$ cat src/hdl/assert_macros.svh
// ----------------------------------------------------------------------------
// Assertion macros
// Clocked assertion helpers used by the transmitter core.
// ----------------------------------------------------------------------------
`ifndef ASSERT_MACROS_SVH
`define ASSERT_MACROS_SVH

// Check a property on every rising clock edge, off while reset is applied.
`define ASSERT_CLK(label, prop, msg) \
    label: assert property (@(posedge i_clk) disable iff (!i_rst_n) prop) else $error(msg);

// Check that a condition in one cycle implies a condition in the next.
`define ASSERT_NEXT(label, cond, expr, msg) \
    label: assert property (@(posedge i_clk) disable iff (!i_rst_n) (cond) |=> (expr)) \
        else $error(msg);

`endif

$ cat src/hdl/pwir_tx_pkg.sv
// ----------------------------------------------------------------------------
// Pulse-width IR transmitter package
// Word types, frame sequencer phases, status codes and register map.
// ----------------------------------------------------------------------------
package pwir_tx_pkg;

    localparam int TICKS_W  = 10;
    localparam int NIBBLE_W = 4;
    localparam int CMD_W    = 8;
    localparam int CFG_IDX_W = 3;
    localparam int CFG_DATA_W = TICKS_W;

    // Register map
    localparam logic [CFG_IDX_W-1:0] REG_START_TICKS = 3'd0;
    localparam logic [CFG_IDX_W-1:0] REG_ONE_TICKS   = 3'd1;
    localparam logic [CFG_IDX_W-1:0] REG_ZERO_TICKS  = 3'd2;
    localparam logic [CFG_IDX_W-1:0] REG_GAP_TICKS   = 3'd3;
    localparam logic [CFG_IDX_W-1:0] REG_MIN_NIBBLE  = 3'd4;
    localparam logic [CFG_IDX_W-1:0] REG_MAX_NIBBLE  = 3'd5;

    // Register reset values
    localparam logic [TICKS_W-1:0]  START_TICKS_RST = 10'd520;
    localparam logic [TICKS_W-1:0]  ONE_TICKS_RST   = 10'd260;
    localparam logic [TICKS_W-1:0]  ZERO_TICKS_RST  = 10'd65;
    localparam logic [TICKS_W-1:0]  GAP_TICKS_RST   = 10'd65;
    localparam logic [NIBBLE_W-1:0] MIN_NIBBLE_RST  = 4'h8;
    localparam logic [NIBBLE_W-1:0] MAX_NIBBLE_RST  = 4'hD;

    typedef enum logic [2:0] {
        PH_IDLE      = 3'd0,
        PH_START     = 3'd1,
        PH_START_BIT = 3'd2,
        PH_BIT_HIGH  = 3'd3,
        PH_BIT_LOW   = 3'd4
    } t_phase;

    typedef enum logic [1:0] {
        ST_NONE     = 2'd0,
        ST_ACCEPTED = 2'd1,
        ST_INVALID  = 2'd2,
        ST_BUSY     = 2'd3
    } t_status;

    typedef enum logic {
        OP_TICK = 1'b0,
        OP_SEND = 1'b1
    } t_operation;

    typedef struct packed {
        t_operation         operation;
        logic [CMD_W-1:0]   command;
    } t_in_word;

    typedef struct packed {
        logic    led;
        logic    busy_res;
        t_status status;
    } t_out_word;

endpackage

$ cat src/hdl/pulse_width_ir_byte_transmitter_core.sv
// ----------------------------------------------------------------------------
// Pulse-width IR byte transmitter core
// Sends a command byte MSB first as a pulse-width frame on an IR carrier.
// ----------------------------------------------------------------------------
// Usage:
//   Input channel (i_in_valid / o_in_stall / i_in_word) carries one word per
//   timer tick or per send request. A tick word steps the carrier and the
//   frame sequencer and returns the emitter level; a send word starts a frame
//   when idle and the command's high nibble lies in min..max, else it is
//   rejected with a status (invalid is checked before busy).
//   Output channel (o_out_valid / i_out_stall / o_out_word) returns exactly
//   one word per accepted input word, in order.
//   An accepted word's result is registered in the output register, or in
//   the skid register if it is held. Throughput is one word per cycle unless
//   stalled; the sequencer update is one logic pass between state registers.
//   When the receiver stalls, the output register holds its word and one more
//   word lands in a skid register; o_in_stall then rises until the skid
//   register drains.
//   Configuration writes (i_cfg_we / i_cfg_index / i_cfg_data) take effect at
//   the next edge; write only while no word is in flight.
//   Synchronous reset restores the register defaults, idles the sequencer
//   and empties both output registers.
// ----------------------------------------------------------------------------
`include "assert_macros.svh"

module pulse_width_ir_byte_transmitter_core
    import pwir_tx_pkg::*;
#(
    parameter int FRAME_BITS = 8,
    parameter int COUNT_BITS = 12
) (
    input  logic                   i_clk,
    input  logic                   i_rst_n,
    input  logic                   i_in_valid,
    output logic                   o_in_stall,
    input  t_in_word               i_in_word,
    output logic                   o_out_valid,
    input  logic                   i_out_stall,
    output t_out_word              o_out_word,
    input  logic                   i_cfg_we,
    input  logic [CFG_IDX_W-1:0]   i_cfg_index,
    input  logic [CFG_DATA_W-1:0]  i_cfg_data
);

    localparam logic [FRAME_BITS-1:0] MASK_RST = FRAME_BITS'(1) << (FRAME_BITS - 1);

    // Configuration registers
    logic [TICKS_W-1:0]  r_start_ticks;
    logic [TICKS_W-1:0]  r_one_ticks;
    logic [TICKS_W-1:0]  r_zero_ticks;
    logic [TICKS_W-1:0]  r_gap_ticks;
    logic [NIBBLE_W-1:0] r_min_nibble;
    logic [NIBBLE_W-1:0] r_max_nibble;

    // Sequencer state
    t_phase                 r_phase,   n_phase;
    logic                   r_carrier, n_carrier;
    logic                   r_burst,   n_burst;
    logic [FRAME_BITS-1:0]  r_shift,   n_shift;
    logic [FRAME_BITS-1:0]  r_mask,    n_mask;
    logic [COUNT_BITS-1:0]  r_count,   n_count;

    // Output register and skid register
    logic       r_out_valid;
    t_out_word  r_out;
    logic       r_skid_valid;
    t_out_word  r_skid;

    t_out_word  n_word;
    logic       in_fire;
    logic       out_fire;
    logic       reject_send;

    assign in_fire  = i_in_valid && !r_skid_valid;
    assign out_fire = r_out_valid && !i_out_stall;

    assign o_in_stall  = r_skid_valid;
    assign o_out_valid = r_out_valid;
    assign o_out_word  = r_out;

    // Configuration writes
    always_ff @(posedge i_clk) begin
        if (!i_rst_n) begin
            r_start_ticks <= START_TICKS_RST;
            r_one_ticks   <= ONE_TICKS_RST;
            r_zero_ticks  <= ZERO_TICKS_RST;
            r_gap_ticks   <= GAP_TICKS_RST;
            r_min_nibble  <= MIN_NIBBLE_RST;
            r_max_nibble  <= MAX_NIBBLE_RST;
        end else if (i_cfg_we) begin
            unique case (i_cfg_index)
                REG_START_TICKS: r_start_ticks <= i_cfg_data;
                REG_ONE_TICKS:   r_one_ticks   <= i_cfg_data;
                REG_ZERO_TICKS:  r_zero_ticks  <= i_cfg_data;
                REG_GAP_TICKS:   r_gap_ticks   <= i_cfg_data;
                REG_MIN_NIBBLE:  r_min_nibble  <= i_cfg_data[NIBBLE_W-1:0];
                REG_MAX_NIBBLE:  r_max_nibble  <= i_cfg_data[NIBBLE_W-1:0];
                default: ;
            endcase
        end
    end

    // Next state and result for the word at the input. The sequencer falls
    // through start -> start_bit -> bit phases within a single tick, so each
    // block below sees the phase that the block above may have just set.
    always_comb begin
        logic [NIBBLE_W-1:0] nib;
        nib       = i_in_word.command[CMD_W-1:CMD_W-NIBBLE_W];
        n_phase   = r_phase;
        n_carrier = r_carrier;
        n_burst   = r_burst;
        n_shift   = r_shift;
        n_mask    = r_mask;
        n_count   = r_count;
        n_word.led    = 1'b0;
        n_word.status = ST_NONE;

        if (i_in_word.operation == OP_SEND) begin
            // Range check comes first, then busy
            if (nib < r_min_nibble || nib > r_max_nibble) begin
                n_word.status = ST_INVALID;
            end else if (r_phase != PH_IDLE) begin
                n_word.status = ST_BUSY;
            end else begin
                n_shift       = FRAME_BITS'(i_in_word.command);
                n_mask        = MASK_RST;
                n_count       = COUNT_BITS'(r_start_ticks);
                n_phase       = PH_START;
                n_word.status = ST_ACCEPTED;
            end
        end else begin
            n_word.led = r_carrier & r_burst;
            n_carrier  = ~r_carrier;

            // Opening burst: count down, leave when the count goes negative
            if (n_phase == PH_START) begin
                n_burst = 1'b1;
                n_count = n_count - COUNT_BITS'(1);
                if (n_count[COUNT_BITS-1]) begin
                    n_phase = PH_START_BIT;
                end
            end
            // Bit start: load the silent interval for the current bit
            if (n_phase == PH_START_BIT) begin
                n_burst = 1'b0;
                if (n_mask == '0) begin
                    n_phase = PH_IDLE;
                end else begin
                    n_count = ((n_shift & n_mask) != '0) ? COUNT_BITS'(r_one_ticks)
                                                         : COUNT_BITS'(r_zero_ticks);
                    n_phase = PH_BIT_HIGH;
                end
            end
            // Silent interval, then carrier gap
            if (n_phase == PH_BIT_HIGH || n_phase == PH_BIT_LOW) begin
                n_count = n_count - COUNT_BITS'(1);
                if (n_phase == PH_BIT_HIGH && n_count[COUNT_BITS-1]) begin
                    n_burst = 1'b1;
                    n_count = COUNT_BITS'(r_gap_ticks);
                    n_phase = PH_BIT_LOW;
                end
                if (n_phase == PH_BIT_LOW && n_count[COUNT_BITS-1]) begin
                    n_burst = 1'b0;
                    n_mask  = n_mask >> 1;
                    n_phase = PH_START_BIT;
                end
            end
        end

        n_word.busy_res = (n_phase != PH_IDLE);
    end

    // Sequencer state: advance only on an accepted word
    always_ff @(posedge i_clk) begin
        if (!i_rst_n) begin
            r_phase   <= PH_IDLE;
            r_carrier <= 1'b0;
            r_burst   <= 1'b0;
            r_shift   <= '0;
            r_mask    <= MASK_RST;
            r_count   <= '0;
        end else if (in_fire) begin
            r_phase   <= n_phase;
            r_carrier <= n_carrier;
            r_burst   <= n_burst;
            r_shift   <= n_shift;
            r_mask    <= n_mask;
            r_count   <= n_count;
        end
    end

    // Output register with skid: a new word goes straight out when the output
    // register is free or draining, else it parks in the skid register.
    always_ff @(posedge i_clk) begin
        if (!i_rst_n) begin
            r_out_valid  <= 1'b0;
            r_skid_valid <= 1'b0;
        end else if (r_skid_valid) begin
            if (out_fire) begin
                r_out_valid  <= 1'b1;
                r_skid_valid <= 1'b0;
            end
        end else if (in_fire) begin
            if (!r_out_valid || out_fire) begin
                r_out_valid <= 1'b1;
            end else begin
                r_skid_valid <= 1'b1;
            end
        end else if (out_fire) begin
            r_out_valid <= 1'b0;
        end
    end

    always_ff @(posedge i_clk) begin
        if (r_skid_valid) begin
            if (out_fire) begin
                r_out <= r_skid;
            end
        end else if (in_fire) begin
            if (!r_out_valid || out_fire) begin
                r_out <= n_word;
            end else begin
                r_skid <= n_word;
            end
        end
    end

    // Assertions
    assign reject_send = in_fire && (i_in_word.operation == OP_SEND)
                      && (n_word.status != ST_ACCEPTED);

    `ASSERT_CLK(a_skid_behind_out, r_skid_valid |-> r_out_valid, "skid word without output word")
    `ASSERT_CLK(a_idle_no_burst, (r_phase == PH_IDLE) |-> !r_burst, "carrier burst while idle")
    `ASSERT_NEXT(a_accept_shows, in_fire, r_out_valid, "accepted word not presented")
    `ASSERT_NEXT(a_reject_holds, reject_send, $stable({r_phase, r_count}), "frame moved on reject")

endmodule

$ cat config.mk
export PLATFORM = sky130hd
export DESIGN_NAME = pulse_width_ir_byte_transmitter_core
export DESIGN_NICKNAME = d
export VERILOG_FILES = /design/src/hdl/pwir_tx_pkg.sv /design/src/hdl/pulse_width_ir_byte_transmitter_core.sv
export VERILOG_INCLUDE_DIRS = /design/src /design/src/hdl
export SDC_FILE = /design/constraint.sdc
export NUM_CORES = 1
export LEC_CHECK = 0
export ABC_AREA = 1
export BUFFER_PORTS_ARGS = -buffer_cell sky130_fd_sc_hd__buf_2
export CELL_PAD_IN_SITES_DETAIL_PLACEMENT = 0
export CELL_PAD_IN_SITES_GLOBAL_PLACEMENT = 1
export CORE_MARGIN = 2
export CORE_UTILIZATION = 35
export DETAILED_ROUTE_END_ITERATION = 8
export PLACE_DENSITY_LB_ADDON = 0.1
export SYNTH_ARGS = -nofsm -noshare
export SYNTH_HDL_FRONTEND = slang
export SYNTH_SLANG_ARGS = --single-unit
$ cat constraint.sdc
create_clock -name i_clk -period 2.6 [get_ports i_clk]
set_clock_uncertainty 0.2 [all_clocks]
set_input_delay 0.52 -clock i_clk [delete_from_list [all_inputs] [get_ports i_clk]]
set_output_delay 0.52 -clock i_clk [all_outputs]
set_load 0.02 [all_outputs]
==> results.sh <==
export IMPL_ys_types=35
export IMPL_synth_nets=832
export IMPL_synthToLayoutAreaGrowth_pct=40.8
export IMPL_postCtsHoldBufs=0
export IMPL_ys_warn_count=0
export IMPL_min_period_ns=2.98
export IMPL_chipWidth_um=126
export IMPL_drive_above_1_share_pct=33.1
export IMPL_grt_pass1_wl_um=26900
export IMPL_synth_ff_type="dfxtp_1"
export IMPL_slew_headroom_pct=61.4
export IMPL_synth_edf_count=8
export IMPL_cts_tree="built"
export IMPL_dieHeight_um=126
export IMPL_critPathKind="flop to flop"
export IMPL_crit_required_ns=2.52
export IMPL_nFillCells=1518
export IMPL_pre_cts_slack_ns=-0.537
export IMPL_grt_ovfl_total=0
export IMPL_layout_nets=984
export IMPL_async_flop_share_pct=0
export IMPL_cts_buffers=9
export IMPL_hp_start="i_in_word[2]"
export IMPL_cts_sinks=91
export IMPL_cts_root_buf="clkbuf_16"
export IMPL_drtIter0Drc=251
export IMPL_cts_path_max_buffers=2
export IMPL_io_pins=33
export IMPL_cp_max_fo=5
export IMPL_setup_slack_ns=-0.376
export IMPL_grt_antenna_before_repair=0
export IMPL_powerDensity_nw_per_um2=668
export IMPL_clock_latency_ns=0.36
export IMPL_port_buffers=32
export IMPL_vias=5565
export IMPL_ys_seq_elements=91
export IMPL_rsz0062_at_grt="yes"
export IMPL_grt_pass1_vias=5143
export IMPL_drt_first_pass_iters=5
export IMPL_dieArea_um2=15800
export IMPL_via_per_inst=4.89
export IMPL_rows=44
export IMPL_drc=0
export IMPL_grtUsageTotal_pct=21.5
export IMPL_syn_avg_cell_area_um2=6.53
export IMPL_path_clk_slew_ns=0.07
export IMPL_cp_end_kind="flop"
export IMPL_max_vdd_ir_drop_v=0.000351
export IMPL_finalMaxSlewViolations=0
export IMPL_timing_rr_start="r_count[5]"
export IMPL_hold_violations=0
export IMPL_ctsHtreeMaxLevel=3
export IMPL_failed_checks="setup timing"
export IMPL_tightestPinTransition_ns=0.578
export IMPL_post_route_period_util_pct=114
export IMPL_hpwl_um=12100
export IMPL_postRouteAntennaNets=0
export IMPL_drv_cap=0
export IMPL_leakage_nw=3.44
export IMPL_place_gp_congestion=0.927
export IMPL_worstSetupStartpointType="flop"
export IMPL_core_um2=14500
export IMPL_grt_max_degree=58
export IMPL_synth_cells=796
export IMPL_start_util_pct=35.8
export IMPL_status="complete, but fails checks"
export IMPL_synth_area_um2=5200
export IMPL_setup_violations=34
export IMPL_fmax_ghz=0.336
export IMPL_seq_area_frac_synth_pct=36.6
export IMPL_tns_ns=-9.76
export IMPL_fin_util_pct=50.4
export IMPL_cp_data_arrival_time_ns=2.89
export IMPL_drt_wl_total_um=17100
export IMPL_hp_class="primary input to flop"
export IMPL_antennaDiodeCount=0
export IMPL_wl_per_cell_um=15.0
export IMPL_startpoint="r_count[5]"
critical path: stages, from the launching register on:
cell and delay, ns:
dfxtp_2 0.34, nor2_4 0.12, nand2_2 0.08, nor2_4 0.17, nand3_2 0.13, nand3_4 0.11, nand3_4 0.15, buf_16 0.20
nand2_4 0.06, nand2_4 0.06, nor2_4 0.17, nand2_2 0.09, nor2_4 0.17, nand3_4 0.11, nand3_2 0.10, nand2_2 0.07
inv_1 0.06, nand2_1 0.05, nand2_1 0.08, nand3_2 0.09, nand2_1 0.07, nand2_1 0.04
sequential cells by signal, summed over array words and instances (netlist names):
register and cells:
r_phase 3, r_skid 4, r_gap_ticks 10, r_one_ticks 10, o_out_valid 1, r_burst 1
r_mask 8, r_min_nibble 4, r_zero_ticks 10, o_out_word 4, r_start_ticks 10, r_max_nibble 4
r_shift 8, r_carrier 1, o_in_stall 1, r_count 12
where the power goes:
group          switching, mW  leakage [nW]  internal, mW
Sequential            0.0368         0.754          1.49
Clock                  0.607         0.152         0.852
Combinational           1.05          2.53         0.855
logic make-up after synthesis:
kind of cell / after synthesis / share of synthesized area (%)
compound gates: 152 / 15.5
simple gates: 405 / 34.1
xor+xnor: 9 / 1.52
fa+ha+maj: 9 / 2.17
flops: 91 / 36.6
buf+inv: 130 / 10.1
cells in the final DEF, fill, tap and decap left out, types with 7 or more instances in the layout:
cell       instances
buf_4            121
nor2_2            17
nor2_1            88
a21oi_1           60
buf_6              7
inv_2             11
o21ai_2            7
ha_1               8
a21oi_2           10
nand2_1          169
clkbuf_16         12
nand3_1           46
o211ai_1          10
dfxtp_1           78
nand2_4            7
nor2_4            14
edfxtp_1           8
nand3_2           13
inv_1             88
buf_2             32
xor2_1             8
o21ai_0           56
nand2_2           35
routing by layer:
layer | global-route usage [%] | part of all wire (%) | wire [um]
met3 | 3.31 | 4.1 | 701
met4 | 7.11 | 1.8 | 314
met1 | 29.8 | 48 | 8110
met2 | 34.2 | 47 | 7940
met5 | 0 | 0 | 0
final timing paths:
path / end / slack (ns) / depth (start not counted)
max reg2reg: o_out_word[2] / -0.38 / 21
min: r_shift[2] / 0.19 / 3
max: o_out_word[2] / -0.38 / 21
min reg2reg: r_zero_ticks[9] / 0.27 / 2
metrics by stage:
step	hold WS (ns)	total power, mW	std cells	instance area, um^2
global route	0.201	5.14	1137	7320
detailed placement	0.261	3.00	1090	6290
floorplan	0.225	2.41	796	5250
global placement	0.250	2.99	1090	6290
CTS	0.183	4.71	1126	7000
finish	0.191	4.89	1137	7320
layout make-up:
| type | count | area [um^2] | area share [%] |
|---|---|---|---|
| timing repair buffer | 166 | 1280 | 17.6 |
| timing repair inverter | 1 | 6.26 | 0.0855 |
| sequential | 91 | 1910 | 26.1 |
| tap | 184 | 230 | 3.15 |
| inverter | 103 | 414 | 5.66 |
| clock inverter | 5 | 85.1 | 1.16 |
| multi-input combinational | 576 | 3160 | 43.1 |
| clock buffer | 11 | 233 | 3.18 |
cell usage after synthesis, types with 9 or more instances:
cell      number  share of area, %
a21oi_1       69               6.6
clkbuf_1      19               1.4
dfxtp_1       83                32
ha_1           9               2.2
inv_1         96               6.9
nand2_1      205                15
nand3_1       56               5.4
nor2_1       105               7.6
o211ai_1      10               1.4
o21ai_0       63               6.1
repair_timing:
action | CTS | global route
setup endpoints to repair | 34 | 34
pin swaps | 24 | 26
resized for setup | 64 | 67
buffers inserted | 17 | 7
gates cloned | 3 | 4
Note: power is estimated with default switching activity, not from simulation.
